`src/rtl/gclw_pkg.sv`:
```
// gclw_pkg: shared types, constants and helper functions of the g-code line word parser
package gclw_pkg;

  localparam int FRACTION_DIGITS_DEF = 4;
  localparam int VALUE_BITS_DEF      = 32;
  localparam int FD_W                = 3;
  localparam int PROD_W              = 28;

  typedef enum logic [1:0] {
    KIND_CMD = 2'd0,
    KIND_ARG = 2'd1,
    KIND_END = 2'd2
  } kind_e;

  localparam logic [7:0] CH_SEMI   = 8'h3B;
  localparam logic [7:0] CH_LPAREN = 8'h28;
  localparam logic [7:0] CH_RPAREN = 8'h29;
  localparam logic [7:0] CH_POINT  = 8'h2E;
  localparam logic [7:0] CH_PLUS   = 8'h2B;
  localparam logic [7:0] CH_MINUS  = 8'h2D;
  localparam logic [7:0] CH_SPACE  = 8'h20;
  localparam logic [7:0] CH_TAB    = 8'h09;
  localparam logic [7:0] CH_CR     = 8'h0D;
  localparam logic [7:0] CH_NUL    = 8'h00;
  localparam logic [7:0] CH_ZERO   = 8'h30;
  localparam logic [7:0] CH_NINE   = 8'h39;
  localparam logic [7:0] CH_LOW_A  = 8'h61;
  localparam logic [7:0] CH_LOW_Z  = 8'h7A;
  localparam logic [7:0] CASE_OFS  = 8'h20;
  localparam logic [7:0] CH_G      = 8'h47;
  localparam logic [7:0] CH_M      = 8'h4D;
  localparam logic [15:0] MODAL_MAX = 16'd3;
  localparam logic [15:0] SAT16     = 16'hFFFF;

  typedef struct packed {
    kind_e              kind;
    logic [7:0]         letter;
    logic [15:0]        code;
    logic [15:0]        subcode;
    logic signed [31:0] value;
  } res_t;

  function automatic logic [23:0] pow_ten(input logic [FD_W-1:0] e);
    logic [23:0] r;
    unique case (e)
      3'd0:    r = 24'd1;
      3'd1:    r = 24'd10;
      3'd2:    r = 24'd100;
      3'd3:    r = 24'd1000;
      3'd4:    r = 24'd10000;
      3'd5:    r = 24'd100000;
      3'd6:    r = 24'd1000000;
      default: r = 24'd10000000;
    endcase
    return r;
  endfunction

  // decimal digit accumulate, saturating at 16 bits
  function automatic logic [15:0] acc16(input logic [15:0] a, input logic [3:0] d);
    logic [19:0] t;
    t = ({4'b0, a} << 3) + ({4'b0, a} << 1) + {16'b0, d};
    return (t > {4'b0, SAT16}) ? SAT16 : t[15:0];
  endfunction

endpackage

```
`src/rtl/gclw_in_if.sv`:
```
// gclw_in_if: character channel of the g-code line word parser
interface gclw_in_if;
  logic       valid;
  logic       ready;
  logic [7:0] character;
  logic       line_end;

  modport source (output valid, output character, output line_end, input ready);
  modport sink   (input valid, input character, input line_end, output ready);
endinterface

```
`src/rtl/gclw_out_if.sv`:
```
// gclw_out_if: word result channel of the g-code line word parser
interface gclw_out_if;
  logic               valid;
  logic               ready;
  logic [1:0]         kind;
  logic [7:0]         letter;
  logic [15:0]        code;
  logic [15:0]        subcode;
  logic signed [31:0] value;
  logic               last;

  modport source (output valid, output kind, output letter, output code, output subcode,
                  output value, output last, input ready);
  modport sink   (input valid, input kind, input letter, input code, input subcode,
                  input value, input last, output ready);
endinterface

```
`src/rtl/gcode_line_word_parser.sv`:
```
// gcode_line_word_parser: g-code line tokenizer, characters in, command and argument words out
//
//   channel  direction  payload                                   results per transaction
//   in_i     sink       character, line_end                       -
//   out_o    source     kind, letter, code, subcode, value, last  0 to 3
//
// one character per cycle while ready; its scan state update and results form in that cycle
// results sit in a three-entry result register and leave one per cycle while out_o is ready
// a new character is taken once the result register holds at most one result being taken, so
// characters with one result or none stream at one per cycle; after others the next one waits
// rst_ni clears scan state and modal command and empties the result register; no clearing pass
module gcode_line_word_parser #(
  parameter int FRACTION_DIGITS = gclw_pkg::FRACTION_DIGITS_DEF,
  parameter int VALUE_BITS      = gclw_pkg::VALUE_BITS_DEF
) (
  input  logic        clk_i,
  input  logic        rst_ni,
  gclw_in_if.sink     in_i,
  gclw_out_if.source  out_o
);

  localparam int SW = ((VALUE_BITS > gclw_pkg::PROD_W) ? VALUE_BITS : gclw_pkg::PROD_W) + 1;
  localparam int VW = (SW > 32) ? SW : 32;
  localparam logic [SW-1:0] LIM       = SW'(1) << (VALUE_BITS - 1);
  localparam logic [SW-1:0] LIM_DIV10 = LIM / 10;
  localparam logic [gclw_pkg::FD_W-1:0] FD_MAX = gclw_pkg::FD_W'(FRACTION_DIGITS);

  typedef enum logic [1:0] {
    MODE_TEXT  = 2'd0,
    MODE_PAREN = 2'd1,
    MODE_LINE  = 2'd2
  } mode_e;

  mode_e                     mode_q, mode_d;
  logic [7:0]                letter_q, letter_d;
  logic [15:0]               ipart_q, ipart_d;
  logic [15:0]               fpart_q, fpart_d;
  logic [gclw_pkg::FD_W-1:0] fdig_q, fdig_d;
  logic                      neg_q, neg_d;
  logic                      pend_q, pend_d;
  logic                      cstart_q, cstart_d;
  logic [15:0]               mcode_q, mcode_d;
  logic [15:0]               msub_q, msub_d;
  logic [SW-1:0]             mag_q, mag_d;
  logic                      point_q, point_d;
  logic                      just_q, just_d;
  gclw_pkg::res_t            res_q [3];
  gclw_pkg::res_t            res_d [3];
  logic [1:0]                cnt_q, cnt_d;

  logic                      fire, take;
  logic [7:0]                ch;
  logic                      is_digit, is_sign, is_point, is_space;
  logic [3:0]                dig;
  logic                      is_cmd, has_a, close, has_c, done;
  gclw_pkg::res_t            res_a, res_b, res_c;
  logic [SW-1:0]             mag10, base, addv;
  logic [gclw_pkg::FD_W-1:0] pexp;
  logic [gclw_pkg::PROD_W-1:0] prod;
  logic [VW-1:0]             vpos, vsel;
  logic [1:0]                n_res;

  assign take         = out_o.valid && out_o.ready;
  assign in_i.ready   = (cnt_q == 2'd0) || ((cnt_q == 2'd1) && out_o.ready);
  assign fire         = in_i.valid && in_i.ready;
  assign ch           = in_i.character;

  assign out_o.valid   = (cnt_q != 2'd0);
  assign out_o.kind    = res_q[0].kind;
  assign out_o.letter  = res_q[0].letter;
  assign out_o.code    = res_q[0].code;
  assign out_o.subcode = res_q[0].subcode;
  assign out_o.value   = res_q[0].value;
  assign out_o.last    = (cnt_q == 2'd1);

  assign is_digit = (ch >= gclw_pkg::CH_ZERO) && (ch <= gclw_pkg::CH_NINE);
  assign is_sign  = (ch == gclw_pkg::CH_PLUS) || (ch == gclw_pkg::CH_MINUS);
  assign is_point = (ch == gclw_pkg::CH_POINT);
  assign is_space = (ch == gclw_pkg::CH_SPACE) || (ch == gclw_pkg::CH_NUL) ||
                    ((ch >= gclw_pkg::CH_TAB) && (ch <= gclw_pkg::CH_CR));
  assign dig      = 4'(ch - gclw_pkg::CH_ZERO);

  // digit accumulate into the scaled magnitude
  assign mag10 = (mag_q > LIM_DIV10) ? LIM : ((mag_q << 3) + (mag_q << 1));
  assign base  = point_q ? mag_q : mag10;
  assign pexp  = point_q ? (FD_MAX - fdig_q - 1'b1) : FD_MAX;
  assign prod  = gclw_pkg::PROD_W'(dig) * gclw_pkg::PROD_W'(gclw_pkg::pow_ten(pexp));
  assign addv  = (point_q && (fdig_q >= FD_MAX)) ? '0 : SW'(prod);

  // argument value with saturation
  assign vpos = (mag_q >= LIM) ? VW'(LIM - 1'b1) : VW'(mag_q);
  assign vsel = neg_q ? (~VW'(mag_q) + 1'b1) : vpos;

  // results of closing the pending word
  assign is_cmd = (letter_q == gclw_pkg::CH_G) || (letter_q == gclw_pkg::CH_M);
  assign has_a  = is_cmd ? !cstart_q : cstart_q;

  always_comb begin
    res_c = '{kind: gclw_pkg::KIND_END, letter: '0, code: '0, subcode: '0, value: '0};
    if (is_cmd) begin
      res_a = res_c;
      res_b = '{kind: gclw_pkg::KIND_CMD, letter: letter_q, code: ipart_q,
                subcode: fpart_q, value: '0};
    end else begin
      res_a = '{kind: gclw_pkg::KIND_CMD, letter: gclw_pkg::CH_G, code: mcode_q,
                subcode: msub_q, value: '0};
      res_b = '{kind: gclw_pkg::KIND_ARG, letter: letter_q, code: '0, subcode: '0,
                value: vsel[31:0]};
    end
  end

  always_comb begin
    mode_d   = mode_q;
    letter_d = letter_q;
    ipart_d  = ipart_q;
    fpart_d  = fpart_q;
    fdig_d   = fdig_q;
    neg_d    = neg_q;
    pend_d   = pend_q;
    cstart_d = cstart_q;
    mcode_d  = mcode_q;
    msub_d   = msub_q;
    mag_d    = mag_q;
    point_d  = point_q;
    just_d   = just_q;
    close    = 1'b0;
    has_c    = 1'b0;
    done     = 1'b0;

    if (fire) begin
      if (in_i.line_end) begin
        close = pend_q;
        has_c = 1'b1;
      end else if (pend_q) begin
        priority if (is_sign && just_q) begin
          neg_d  = (ch == gclw_pkg::CH_MINUS);
          just_d = 1'b0;
          done   = 1'b1;
        end else if (is_digit) begin
          just_d = 1'b0;
          done   = 1'b1;
          mag_d  = (addv > (LIM - base)) ? LIM : (base + addv);
          if (!point_q) begin
            ipart_d = gclw_pkg::acc16(ipart_q, dig);
          end else begin
            fpart_d = gclw_pkg::acc16(fpart_q, dig);
            if (fdig_q < FD_MAX) begin
              fdig_d = fdig_q + 1'b1;
            end
          end
        end else if (is_point && !point_q) begin
          point_d = 1'b1;
          just_d  = 1'b0;
          done    = 1'b1;
        end else begin
          close = 1'b1;
        end
      end

      if (close) begin
        cstart_d = 1'b0;
        pend_d   = 1'b0;
        if ((letter_q == gclw_pkg::CH_G) && (ipart_q <= gclw_pkg::MODAL_MAX)) begin
          mcode_d = ipart_q;
          msub_d  = fpart_q;
        end
      end

      if (in_i.line_end) begin
        mode_d   = MODE_TEXT;
        cstart_d = 1'b1;
        pend_d   = 1'b0;
      end else if (!done) begin
        unique case (mode_q)
          MODE_PAREN: begin
            if (ch == gclw_pkg::CH_RPAREN) begin
              mode_d = MODE_TEXT;
            end
          end
          MODE_LINE: begin
            mode_d = MODE_LINE;
          end
          default: begin
            priority if (is_space) begin
              mode_d = mode_q;
            end else if (ch == gclw_pkg::CH_SEMI) begin
              mode_d = MODE_LINE;
            end else if (ch == gclw_pkg::CH_LPAREN) begin
              mode_d = MODE_PAREN;
            end else begin
              letter_d = ((ch >= gclw_pkg::CH_LOW_A) && (ch <= gclw_pkg::CH_LOW_Z)) ?
                         (ch - gclw_pkg::CASE_OFS) : ch;
              ipart_d  = '0;
              fpart_d  = '0;
              fdig_d   = '0;
              neg_d    = 1'b0;
              mag_d    = '0;
              point_d  = 1'b0;
              just_d   = 1'b1;
              pend_d   = 1'b1;
            end
          end
        endcase
      end
    end
  end

  // pack the results of this transaction into the result register, or shift it by one on a take
  always_comb begin
    n_res    = 2'(close && has_a) + 2'(close) + 2'(has_c);
    res_d[0] = res_q[1];
    res_d[1] = res_q[2];
    res_d[2] = res_q[2];
    cnt_d    = cnt_q;
    if (fire) begin
      res_d[0] = (close && has_a) ? res_a : (close ? res_b : res_c);
      res_d[1] = (close && has_a) ? res_b : res_c;
      res_d[2] = res_c;
      cnt_d    = n_res;
    end else if (take) begin
      cnt_d = cnt_q - 1'b1;
    end
  end

  always_ff @(posedge clk_i or negedge rst_ni) begin
    if (!rst_ni) begin
      mode_q   <= MODE_TEXT;
      letter_q <= '0;
      ipart_q  <= '0;
      fpart_q  <= '0;
      fdig_q   <= '0;
      neg_q    <= 1'b0;
      pend_q   <= 1'b0;
      cstart_q <= 1'b1;
      mcode_q  <= '0;
      msub_q   <= '0;
      mag_q    <= '0;
      point_q  <= 1'b0;
      just_q   <= 1'b0;
      cnt_q    <= '0;
    end else begin
      mode_q   <= mode_d;
      letter_q <= letter_d;
      ipart_q  <= ipart_d;
      fpart_q  <= fpart_d;
      fdig_q   <= fdig_d;
      neg_q    <= neg_d;
      pend_q   <= pend_d;
      cstart_q <= cstart_d;
      mcode_q  <= mcode_d;
      msub_q   <= msub_d;
      mag_q    <= mag_d;
      point_q  <= point_d;
      just_q   <= just_d;
      cnt_q    <= cnt_d;
    end
  end

  always_ff @(posedge clk_i) begin
    if (fire || take) begin
      res_q[0] <= res_d[0];
      res_q[1] <= res_d[1];
      res_q[2] <= res_d[2];
    end
  end

  // a word is only ever open in normal text
  a_pend_text: assert property (@(posedge clk_i) disable iff (!rst_ni)
    pend_q |-> (mode_q == MODE_TEXT))
    else $error("word open inside a comment");

  // line end leaves a fresh line and at least its end-of-command result
  a_line_end: assert property (@(posedge clk_i) disable iff (!rst_ni)
    (fire && in_i.line_end) |=> (!pend_q && cstart_q && out_o.valid))
    else $error("line end not closed");

  // scaled magnitude never passes the saturation bound
  a_mag_lim: assert property (@(posedge clk_i) disable iff (!rst_ni)
    mag_q <= LIM)
    else $error("magnitude above bound");

  // an argument word never carries a command letter
  a_arg_letter: assert property (@(posedge clk_i) disable iff (!rst_ni)
    (out_o.valid && (res_q[0].kind == gclw_pkg::KIND_ARG)) |->
    ((res_q[0].letter != gclw_pkg::CH_G) && (res_q[0].letter != gclw_pkg::CH_M)))
    else $error("argument with command letter");

  // the final result of a line end transaction is an end of command
  a_end_last: assert property (@(posedge clk_i) disable iff (!rst_ni)
    (fire && in_i.line_end) |=>
    ((cnt_q == 2'd1 && res_q[0].kind == gclw_pkg::KIND_END) ||
     (cnt_q == 2'd2 && res_q[1].kind == gclw_pkg::KIND_END) ||
     (cnt_q == 2'd3 && res_q[2].kind == gclw_pkg::KIND_END)))
    else $error("line end without end of command");

endmodule
```
`src/flat_wrapper.sv`:
```
// flat-port wrapper written by rule: the top's interface ports become plain ports
module gcode_line_word_parser_flat 
#(
  parameter int FRACTION_DIGITS = gclw_pkg::FRACTION_DIGITS_DEF,
  parameter int VALUE_BITS      = gclw_pkg::VALUE_BITS_DEF
)
  (clk_i, rst_ni, in_i_valid, in_i_character, in_i_line_end, in_i_ready, out_o_valid, out_o_kind, out_o_letter, out_o_code, out_o_subcode, out_o_value, out_o_last, out_o_ready);
  gclw_in_if in_i_i ();
  gclw_out_if out_o_i ();
  input  logic clk_i;
  input  logic rst_ni;
  input wire logic [$bits(in_i_i.valid)-1:0] in_i_valid;
  input wire logic [$bits(in_i_i.character)-1:0] in_i_character;
  input wire logic [$bits(in_i_i.line_end)-1:0] in_i_line_end;
  output wire logic [$bits(in_i_i.ready)-1:0] in_i_ready;
  output wire logic [$bits(out_o_i.valid)-1:0] out_o_valid;
  output wire logic [$bits(out_o_i.kind)-1:0] out_o_kind;
  output wire logic [$bits(out_o_i.letter)-1:0] out_o_letter;
  output wire logic [$bits(out_o_i.code)-1:0] out_o_code;
  output wire logic [$bits(out_o_i.subcode)-1:0] out_o_subcode;
  output wire logic [$bits(out_o_i.value)-1:0] out_o_value;
  output wire logic [$bits(out_o_i.last)-1:0] out_o_last;
  input wire logic [$bits(out_o_i.ready)-1:0] out_o_ready;
  assign in_i_i.valid = in_i_valid;
  assign in_i_i.character = in_i_character;
  assign in_i_i.line_end = in_i_line_end;
  assign in_i_ready = in_i_i.ready;
  assign out_o_valid = out_o_i.valid;
  assign out_o_kind = out_o_i.kind;
  assign out_o_letter = out_o_i.letter;
  assign out_o_code = out_o_i.code;
  assign out_o_subcode = out_o_i.subcode;
  assign out_o_value = out_o_i.value;
  assign out_o_last = out_o_i.last;
  assign out_o_i.ready = out_o_ready;
  gcode_line_word_parser #(.FRACTION_DIGITS(FRACTION_DIGITS), .VALUE_BITS(VALUE_BITS)) u_core (.clk_i(clk_i), .rst_ni(rst_ni), .in_i(in_i_i), .out_o(out_o_i));
endmodule
```
`config.mk`:
```
export PLATFORM = sky130hd
export DESIGN_NAME = gcode_line_word_parser_flat
export DESIGN_NICKNAME = d
export VERILOG_FILES = /design/src/rtl/gclw_pkg.sv /design/src/rtl/gclw_in_if.sv /design/src/rtl/gclw_out_if.sv /design/src/rtl/gcode_line_word_parser.sv /design/src/flat_wrapper.sv
export SDC_FILE = /design/constraint.sdc
export NUM_CORES = 1
export LEC_CHECK = 0
export BUFFER_PORTS_ARGS = -buffer_cell sky130_fd_sc_hd__buf_2
export CAP_MARGIN = 30
export CORE_MARGIN = 5
export CORE_UTILIZATION = 39
export DETAILED_ROUTE_END_ITERATION = 8
export PLACE_DENSITY_LB_ADDON = 0.3
export SLEW_MARGIN = 15
export SYNTH_ARGS = -nofsm -noshare
export SYNTH_HDL_FRONTEND = slang
export SYNTH_SLANG_ARGS = --single-unit
```
`constraint.sdc`:
```
create_clock -name clk_i -period 8 [get_ports clk_i]
set_input_delay 0 -clock clk_i [delete_from_list [all_inputs] [get_ports clk_i]]
set_output_delay 0 -clock clk_i [all_outputs]
set_load 0.03 [all_outputs]
```
==> metrics list, run 1 <==
- For this block, the initial DRC count from the detailed router was ~1500.
- Initial Util: around two fifths
- Global routing consumed, over all layers together, 18.6% of the routing resources.
- For this run, asynchronously set or reset flops after synthesis account for between 40 and 50%.
- Outcome: completed
* Delay contributed by the slowest stage of the critical path: about 0.54 ns
* Average wire per cell in the routed design: about 19 um
* Clock root buffer: sky130_fd_sc_hd__clkbuf_16
- Floorplan die height: roughly 250 um
- The worst setup path is launched from a flip-flop.
- Pin count of the biggest net entering global routing: between 80 and 90
* First-pass GRT wire length: approximately 93000 um
* Maximum achievable frequency: ~0.13 GHz
- In this run the number of H-tree levels came out at 1.
* Average vias per placed instance: approximately 5.7
- After synthesis the cells add up to between 0.02 and 0.025 mm2.
- Setup violations remaining at the end of the flow were counted as 0.
- The worst path uses 94.3% of the clock period.
* Least setup slack across all paths after layout: roughly 0.46 ns
- Top_reg_cell synth: sky130_fd_sc_hd__edfxtp_1
- For this design, the sink count on the clock tree is 265.
- Input and output buffers added on the ports amount to slightly below 90.
- Total DRC errors in the routed layout: 0
- Area grow syn2layout: 7.97%
- After filler insertion, the fill cell instance count of the layout stands at approximately 5300.
- Clock tree from TritonCTS: done
- Final HPWL from detailed placement: 43300 um
- Adding up every negative setup slack in the final design gives 0 ns.
- Data required time at the worst endpoint: around 8.5 ns
- Number of detailed-routing iterations run before antenna repair: 6
* Final Hold Slack: 0.0770 ns
- Leakage: roughly 11 nW
- In the final layout, the multi-input gates occupy 0.0128 mm2.
- Fraction of the yosys area taken by sequential cells: approximately 34%
- Via count: 17807
- Worst vdd ir: around 0.00028 V
* Maximum capacitance violations: 0
- Net count reported at finish: between 2000 and 3000
* Post-route antenna net violation count: 0
- Cells fill a little over two fifths of the core in the end.
- The congestion estimate from routability-driven global placement came to 0.911.
- Count of buffering cells on the critical path with inverters included: 2
- In the final layout, the share of cells above drive strength 1 is around a tenth.
- Hold Fails Final Rpt: 0
- Number of global-route vias before repair: between 15000 and 20000
* Largest fanout on the critical path: 12
- For this design, the slowest cell found on the critical path is sky130_fd_sc_hd__dfrtp_1.
* Total of warnings raised by yosys: 0
- Longest Clk Path Bufs: 3
- In this run, CTS created clock tree buffers numbering 28.
- The tightest min-delay check is of the in -> reg type.
- Clock-pin transition on the worst setup and hold timing paths: ~0.07 ns
- Clock latency on the worst-skew pair, taken at its later pin, is 0.59 ns.
- Sequential cell area in the final layout: between 0.007 and 0.008 mm2
- Number of instances in the synthesized netlist: between 2000 and 2500
- In this run the count of I/O pins placed on the die edge is 90.
- The core region is between 0.05 and 0.06 mm2.
- Unrepaired setup endpoints after global routing: false
* Worst Path Arrival: ~8.0 ns
* Path type of the worst setup path: reg -> reg
* Seq cells post-synth: 265
* Worst-margin pin slew: 0.951 ns
- On the final layout, the worst clock skew is roughly 0.034 ns.
- STA classifies the critical path endpoint as a flip-flop.
* Fin. max-slew vios: 0
* Post-synth EDFFs: 148
- Measured against its own limit, the worst slew margin works out to a little over a third.
* Overall die area: 0.0608 mm2
- Grouping stages by cell kind, the critical path spends the most delay in simple AND/OR/NAND/NOR gates.
- The die is 246 um wide.
- Overflow after GRT: 0
- Final critical-path required period: 7.54 ns
* Post-Place Setup Slack: 0.218 ns
- Post-CTS Setup Inserts: 0
- The number of antenna violations at the first check in global routing was 2.
- In this run, distinct cell masters in the synthesized netlist total 106.
- Mean area per synthesized cell: slightly above 9 um2
* WL final: 58400 um
- After floorplanning, the core was divided into between 80 and 90 placement rows.
* Total power density per cell area: roughly 210 mW/mm2
placed cells by master (no fill, tap or decap), types with 21 or more instances in the layout:
| master | count |
|---|---|
| sky130_fd_sc_hd__inv_1 | 175 |
| sky130_fd_sc_hd__buf_2 | 89 |
| sky130_fd_sc_hd__xor2_1 | 31 |
| sky130_fd_sc_hd__clkbuf_16 | 28 |
| sky130_fd_sc_hd__a21o_1 | 43 |
| sky130_fd_sc_hd__o21ai_0 | 126 |
| sky130_fd_sc_hd__fa_1 | 42 |
| sky130_fd_sc_hd__edfxtp_1 | 148 |
| sky130_fd_sc_hd__nand2_1 | 205 |
| sky130_fd_sc_hd__a21oi_1 | 124 |
| sky130_fd_sc_hd__nor3_1 | 69 |
| sky130_fd_sc_hd__nand2b_1 | 23 |
| sky130_fd_sc_hd__o21a_1 | 31 |
| sky130_fd_sc_hd__a22o_1 | 27 |
| sky130_fd_sc_hd__dfrtp_1 | 113 |
| sky130_fd_sc_hd__ha_1 | 187 |
| sky130_fd_sc_hd__a32o_1 | 31 |
| sky130_fd_sc_hd__and2_1 | 85 |
| sky130_fd_sc_hd__nor2_1 | 153 |
| sky130_fd_sc_hd__a31oi_1 | 21 |
| sky130_fd_sc_hd__mux2_2 | 21 |
| sky130_fd_sc_hd__a222oi_1 | 32 |
| sky130_fd_sc_hd__buf_4 | 29 |
| sky130_fd_sc_hd__xnor2_1 | 77 |
| sky130_fd_sc_hd__a211oi_1 | 31 |
| sky130_fd_sc_hd__nand3_1 | 45 |
worst paths after layout:
path                                        start                 to  slack (ns)  cells after the start
max in group asynchronous                  rst_ni     u_core.point_q        6.55                      4
worst min-delay path            in_i_character[0]  u_core.fpart_q[0]        0.08                      3
worst max-delay path             u_core.fdig_q[2]   u_core.mag_q[29]        0.46                     27
worst max register to register   u_core.fdig_q[2]   u_core.mag_q[29]        0.46                     27
worst min register to register  u_core.msub_q[15]  u_core.msub_q[15]        0.49                      2
min in group asynchronous                  rst_ni   u_core.mag_q[24]        0.11                      3
Yosys cell counts, types with 14 or more instances:
cell / n / area share (%)
sky130_fd_sc_hd__or3_1: 19 / 0.54
sky130_fd_sc_hd__a211oi_1: 31 / 1.1
sky130_fd_sc_hd__and2_1: 85 / 2.4
sky130_fd_sc_hd__nor3_1: 71 / 1.6
sky130_fd_sc_hd__nand2_1: 207 / 3.6
sky130_fd_sc_hd__nand3_1: 45 / 1.0
sky130_fd_sc_hd__ha_1: 187 / 11
sky130_fd_sc_hd__nand4_1: 18 / 0.52
sky130_fd_sc_hd__dfrtp_1: 116 / 13
sky130_fd_sc_hd__mux2_2: 21 / 1.1
sky130_fd_sc_hd__a21oi_1: 124 / 2.8
sky130_fd_sc_hd__o21ai_0: 126 / 2.9
sky130_fd_sc_hd__and3_1: 16 / 0.46
sky130_fd_sc_hd__xnor2_1: 77 / 3.1
sky130_fd_sc_hd__inv_1: 175 / 3.0
sky130_fd_sc_hd__a211o_1: 14 / 0.56
sky130_fd_sc_hd__xor2_1: 31 / 1.2
sky130_fd_sc_hd__o21a_1: 31 / 1.1
sky130_fd_sc_hd__fa_1: 42 / 3.9
sky130_fd_sc_hd__a222oi_1: 32 / 1.5
sky130_fd_sc_hd__nand2b_1: 24 / 0.69
sky130_fd_sc_hd__nor2_1: 156 / 2.7
sky130_fd_sc_hd__a31oi_1: 21 / 0.60
sky130_fd_sc_hd__a22o_1: 27 / 1.1
sky130_fd_sc_hd__nor4_1: 18 / 0.52
sky130_fd_sc_hd__or4_1: 14 / 0.48
sky130_fd_sc_hd__buf_4: 74 / 2.5
sky130_fd_sc_hd__nor2b_1: 19 / 0.54
sky130_fd_sc_hd__edfxtp_1: 148 / 20
sky130_fd_sc_hd__a32o_1: 31 / 1.4
sky130_fd_sc_hd__a21o_1: 43 / 1.5
sky130_fd_sc_hd__clkbuf_1: 95 / 1.6
per-stage QoR:
stage	power [mW]	instances	instance area [um2]
after floorplan	3.51	2373	21800
after global placement	3.75	3042	22400
after detailed placement	3.77	3045	22400
after CTS	5.08	3109	23500
after global routing	5.34	3111	23500
final	5.06	3112	23600
registers in the layout, summed over array words and instances (netlist names), 2 cells and up:
name	flops
u_core.ipart_q	16
u_core.fdig_q	3
u_core.cnt_q	2
u_core.letter_q	8
u_core.res_q	148
u_core.fpart_q	16
u_core.mode_q	2
u_core.msub_q	16
u_core.mcode_q	16
u_core.mag_q	33
cells by family after synthesis:
logic type	count (synthesis)	share of synthesized area, %
other	1	0.0172
adders and majority gates	229	14.6
buffers and inverters	371	7.92
DFF	265	33.8
AOI/OAI and AO/OA	635	21.1
muxes	29	1.45
xor gates and xnor gates	109	4.41
and+or+nand+nor	731	16.7
metal layers:
| metal | part of all wire (%) | GRT usage [%] | wire length (um) |
|---|---|---|---|
| met1 | 45 | 25.4 | 26200 |
| met4 | 2.4 | 4.99 | 1390 |
| met3 | 6.5 | 3.24 | 3790 |
| met5 | 0.022 | 0 | 13 |
| met2 | 46 | 30.6 | 27000 |
worst reg2reg max path: cells and delay by family, from the launching register on:
family / cells / cell delay [ns]
buf+inv: 2 / 0.09
simple gates: 12 / 2.95
xor+xnor: 2 / 0.35
flops: 1 / 0.54
compound gates: 7 / 1.72
fa+ha+maj: 4 / 1.76
what timing repair did:
action | CTS | global route
endpoints found under the setup margin | 0 | 33
gates resized for setup | 0 | 8
endpoints found under the hold margin | 69 | 0
hold buffers | 13 | 0
report_power, final:
part | switching, mW | internal, mW | leakage [nW] | total (mW)
logic | 1.19 | 0.557 | 7.39 | 1.75
clock network | 0.577 | 0.713 | 0.439 | 1.29
registers | 0.129 | 1.89 | 3.09 | 2.02
total | 1.90 | 3.16 | 10.9 | 5.06
cell type report:
type                    count  area share, %
well taps                 748           3.97
inverters                 175           2.79
clock inverters            20          0.808
diodes                      1         0.0106
multi-input cells        1737           54.3
clock buffers              31           3.02
repair buffers            135           3.73
flip-flops and latches    265           31.3
Power figures use the tool's default switching activity.
==> run 2, diff against run 1 <==
--- a/config.mk
+++ b/config.mk
@@ -10,6 +10,7 @@
 export CORE_MARGIN = 5
 export CORE_UTILIZATION = 39
 export DETAILED_ROUTE_END_ITERATION = 8
+export GPL_TIMING_DRIVEN = 0
 export PLACE_DENSITY_LB_ADDON = 0.3
 export SLEW_MARGIN = 15
 export SYNTH_ARGS = -nofsm -noshare
==> run 2 against run 1 <==
  * The run now ends with design-rule violations left
  * Final area is 4.6% higher
  * First-iteration DRC count decreased by 1.8%
  * Power grew 5.9%
  * Worst hold slack got worse by 0.00061 ns
  * Clock power is essentially flat
  * Critical path depth up 7
  * Sequential power is essentially flat
  * Maximum frequency fell by 0.65%
  * Global-route usage up 1.2 points
  * Sequential share of layout area down 1.4 points
  * Critical path type unchanged
==> metrics list, run 2 (same netlist as run 1, synthesis figures left out) <==
- Longest Clk Path Bufs: 3 (unchanged)
- The TritonCTS sink count was 265 (unchanged).
* Initial antenna violation count: 1 (-1)
* Power consumption: 5.36 mW (+5.9%)
- The fraction of final layout cells sized beyond drive strength 1 came to 13.4% (+3.0 points).
- FF-to-FF End: u_core.mag_q[7]
* Registers with the highest flip-flop counts: u_core.res_q x148, u_core.mag_q x33
- CTS placed an instance of sky130_fd_sc_hd__clkbuf_16 at the clock tree root.
- In this run the worst hold path is classified as in -> reg.
* Clock skew: 0.0129 ns (-0.0215 ns)
- The clock-pin slew reported for the worst setup and hold paths after clock tree synthesis was 0.06 ns (about the same).
- The worst setup path is launched from a flip-flop.
- The estimated wirelength of the detail-placed design came to 48400 um (+12%).
* Floorplan die height: 246 um (unchanged)
- The reported leakage power was 11.5 nW (+4.9%).
- Hold Fails Final Rpt: 0 (unchanged)
* Worst-margin pin slew: 0.905 ns (-0.0459 ns)
- The number of violations reported at the end of detailed-routing iteration 0 is 1447 (-1.8%).
* Maximum achievable frequency: 0.132 GHz (-0.65%)
* Number of cells on the worst reg-to-reg path: 34 (+26%)
- The worst register-to-register path begins at u_core.point_q.
- H-tree depth reported by CTS: 1 (unchanged)
* Final cell count without fillers: 3284 (+5.5%)
* Combined global-route utilization of all metal layers: 19.8% (+1.2 points)
* Worst setup path startpoint: u_core.point_q
- The worst setup path is of the reg -> reg kind.
* Pin count of the biggest net entering global routing: 80 (-5.9%)
- Most flop-heavy register: u_core.res_q
* Data required time at the worst endpoint: 8.45 ns (about the same)
- The count of final setup violators was 0 (unchanged).
- Setup TNS: 0 ns (unchanged)
* Top library cells by usage in the layout, fill and taps aside: sky130_fd_sc_hd__nand2_1, sky130_fd_sc_hd__ha_1, sky130_fd_sc_hd__inv_1
- The last weighted congestion value of the routability-driven placer was 0.924 (+1.4%).
* Number of buffers created by CTS: 28 (unchanged)
- Leaving out fill and tap cells, the most frequent cell in the layout is sky130_fd_sc_hd__nand2_1.
- Number of I/O pins: 90 (unchanged)
- Worst Path Arrival: 8.04 ns (+0.05 ns)
- The cell row count is 86 (unchanged).
- The core region area was 0.0552 mm2 (unchanged).
- Largest fanout on the critical path: 14 (+2)
- The power density relative to cell area is 217 mW/mm2 (+1.2%).
* Clock tree from TritonCTS: done
- The share of the cycle needed by the critical path after routing was 94.9% (+0.61 points).
* Cell seen most often among critical-path stages: sky130_fd_sc_hd__fa_1
* Average wire per cell in the routed design: 18.9 um (+0.57%)
* First-pass GRT wire length: 98700 um (+6.2%)
- The per-cell via count in the routed design is 5.63 (-1.6%).
- The final period demand of the worst path came to 7.59 ns (+0.0490 ns).
- Violations in the final reports: design-rule violations
* Number of detailed-routing iterations run before antenna repair: 9 (+3)
- The number of global-route vias before repair is 18039 (+3.8%).
* Least setup slack across all paths after layout: 0.411 ns (-0.0490 ns)
- The count of placed standard cells including taps was 3214 (+5.6%).
* Overflow after GRT: 0 (unchanged)
- The worst setup timing slack at the placement stage is -1.85 ns (-2.07 ns).
- The run finished, with violations left.
- The max-slew violation total from the final report was 0 (unchanged).
- Via count: 18488 (+3.8%)
* Net count reported at finish: 2754 (+6.6%)
- Critical Path Sink: u_core.mag_q[7]
- Among all stages on the critical path, the largest delay is contributed by sky130_fd_sc_hd__fa_1.
* Maximum capacitance violations: 0 (unchanged)
- Final Util: 44.6% (+2.0 points)
- Initial Util: 39.5% (unchanged)
- Port-buffer cells: 89 (unchanged)
- The largest stage delay on the critical path is 0.57 ns (+0.03 ns).
- The number of DRC violations after detailed routing was 5 (+5).
* Post-route antenna net violation count: 0 (unchanged)
* Area grow syn2layout: 13.0%
* Die X: 246 um (unchanged)
- Worst vdd ir: 0.000218 V (-21%)
- Later-pin clock latency in the skew report: 0.58 ns (about the same)
- Overall die area: 0.0608 mm2 (unchanged)
- Max FFs per register: 148 (unchanged)
* Endpoint class of the critical path: flip-flop
* Worst slew margin: 38.8% (+2.4 points)
- Register-to-Register Setup Slack: 0.41 ns (-0.05 ns)
- WL final: 62000 um (+6.1%)
## run 2: cell types whose count changed in the layout (fill, tap and decap cells not counted), moves of 3 or more
cell,change
sky130_fd_sc_hd__clkbuf_1,+85
sky130_fd_sc_hd__buf_1,+8
sky130_fd_sc_hd__buf_6,+8
sky130_fd_sc_hd__clkinvlp_4,+4
sky130_fd_sc_hd__buf_4,+54
sky130_fd_sc_hd__a21oi_2,+4
sky130_fd_sc_hd__a21oi_1,-4
sky130_fd_sc_hd__buf_2,+9
sky130_fd_sc_hd__clkbuf_2,+3
## run 2: cell type report
cell class | count | area (um2)
Fill cell | 5296 | 30600
Multi-Input combinational cell | 1737 | 12900
Antenna cell | 2 | 5.00
Buffer | 188 | 1100
Clock inverter | 17 | 178
Inverter | 175 | 661
Tap cell | 748 | 936
Clock buffer | 35 | 747
Sequential cell | 265 | 7380
Timing Repair inverter | 1 | 5.00
Timing Repair Buffer | 116 | 769
## run 2: worst max-delay path: cells and delay by family, from the launching register on
family / cells / cell delay, ns
adders and majority gates: 4 / 1.62
AOI/OAI and AO/OA: 11 / 2.29
DFF: 1 / 0.38
and+or+nand+nor: 10 / 1.76
xor gates and xnor gates: 1 / 0.21
buffers and inverters: 8 / 1.21
## run 2: per-layer routing
metal | wire, um | GRT usage (%)
met5 | 0 | 0
met1 | 28300 | 28.1
met2 | 28900 | 32.7
met4 | 1440 | 5.00
met3 | 3320 | 1.81
## run 2: report_power, final
part	total, mW	internal [mW]	switching, mW
Clock	1.31	0.734	0.575
Sequential	2.02	1.89	0.130
Combinational	2.03	0.756	1.27
Total	5.36	3.38	1.97
## run 2: worst min-delay path by stage
stage	from	endpoint	slack [ns]	depth (start not counted)
after floorplan	rst_ni	u_core.cnt_q[0]	-0.30	0
after CTS	in_i_character[2]	u_core.letter_q[2]	0.05	3
final	in_i_character[2]	u_core.letter_q[2]	0.08	3
after global routing	in_i_character[2]	u_core.ipart_q[2]	0.13	5
after global placement	in_i_character[6]	u_core.letter_q[6]	0.28	3
after detailed placement	rst_ni	u_core.mag_q[26]	-0.05	1
## run 2: repair_timing
action | CTS | global route
resized for setup | 30 | 28
endpoints found under the hold margin | 131 | 0
hold buffers | 13 | 0
pin swaps | 5 | 4
gates cloned | 0 | 2
setup endpoints to repair | 33 | 33
setup buffers | 6 | 2
## run 2: metrics by stage
step	instance area, um2	hold slack, ns
3_5_place_dp	23300	-0.0493
6_report	24600	0.0764
4_1_cts	24500	0.0473
2_1_floorplan	21800	-0.296
3_3_place_gp	23200	0.282
5_1_grt	24600	0.133
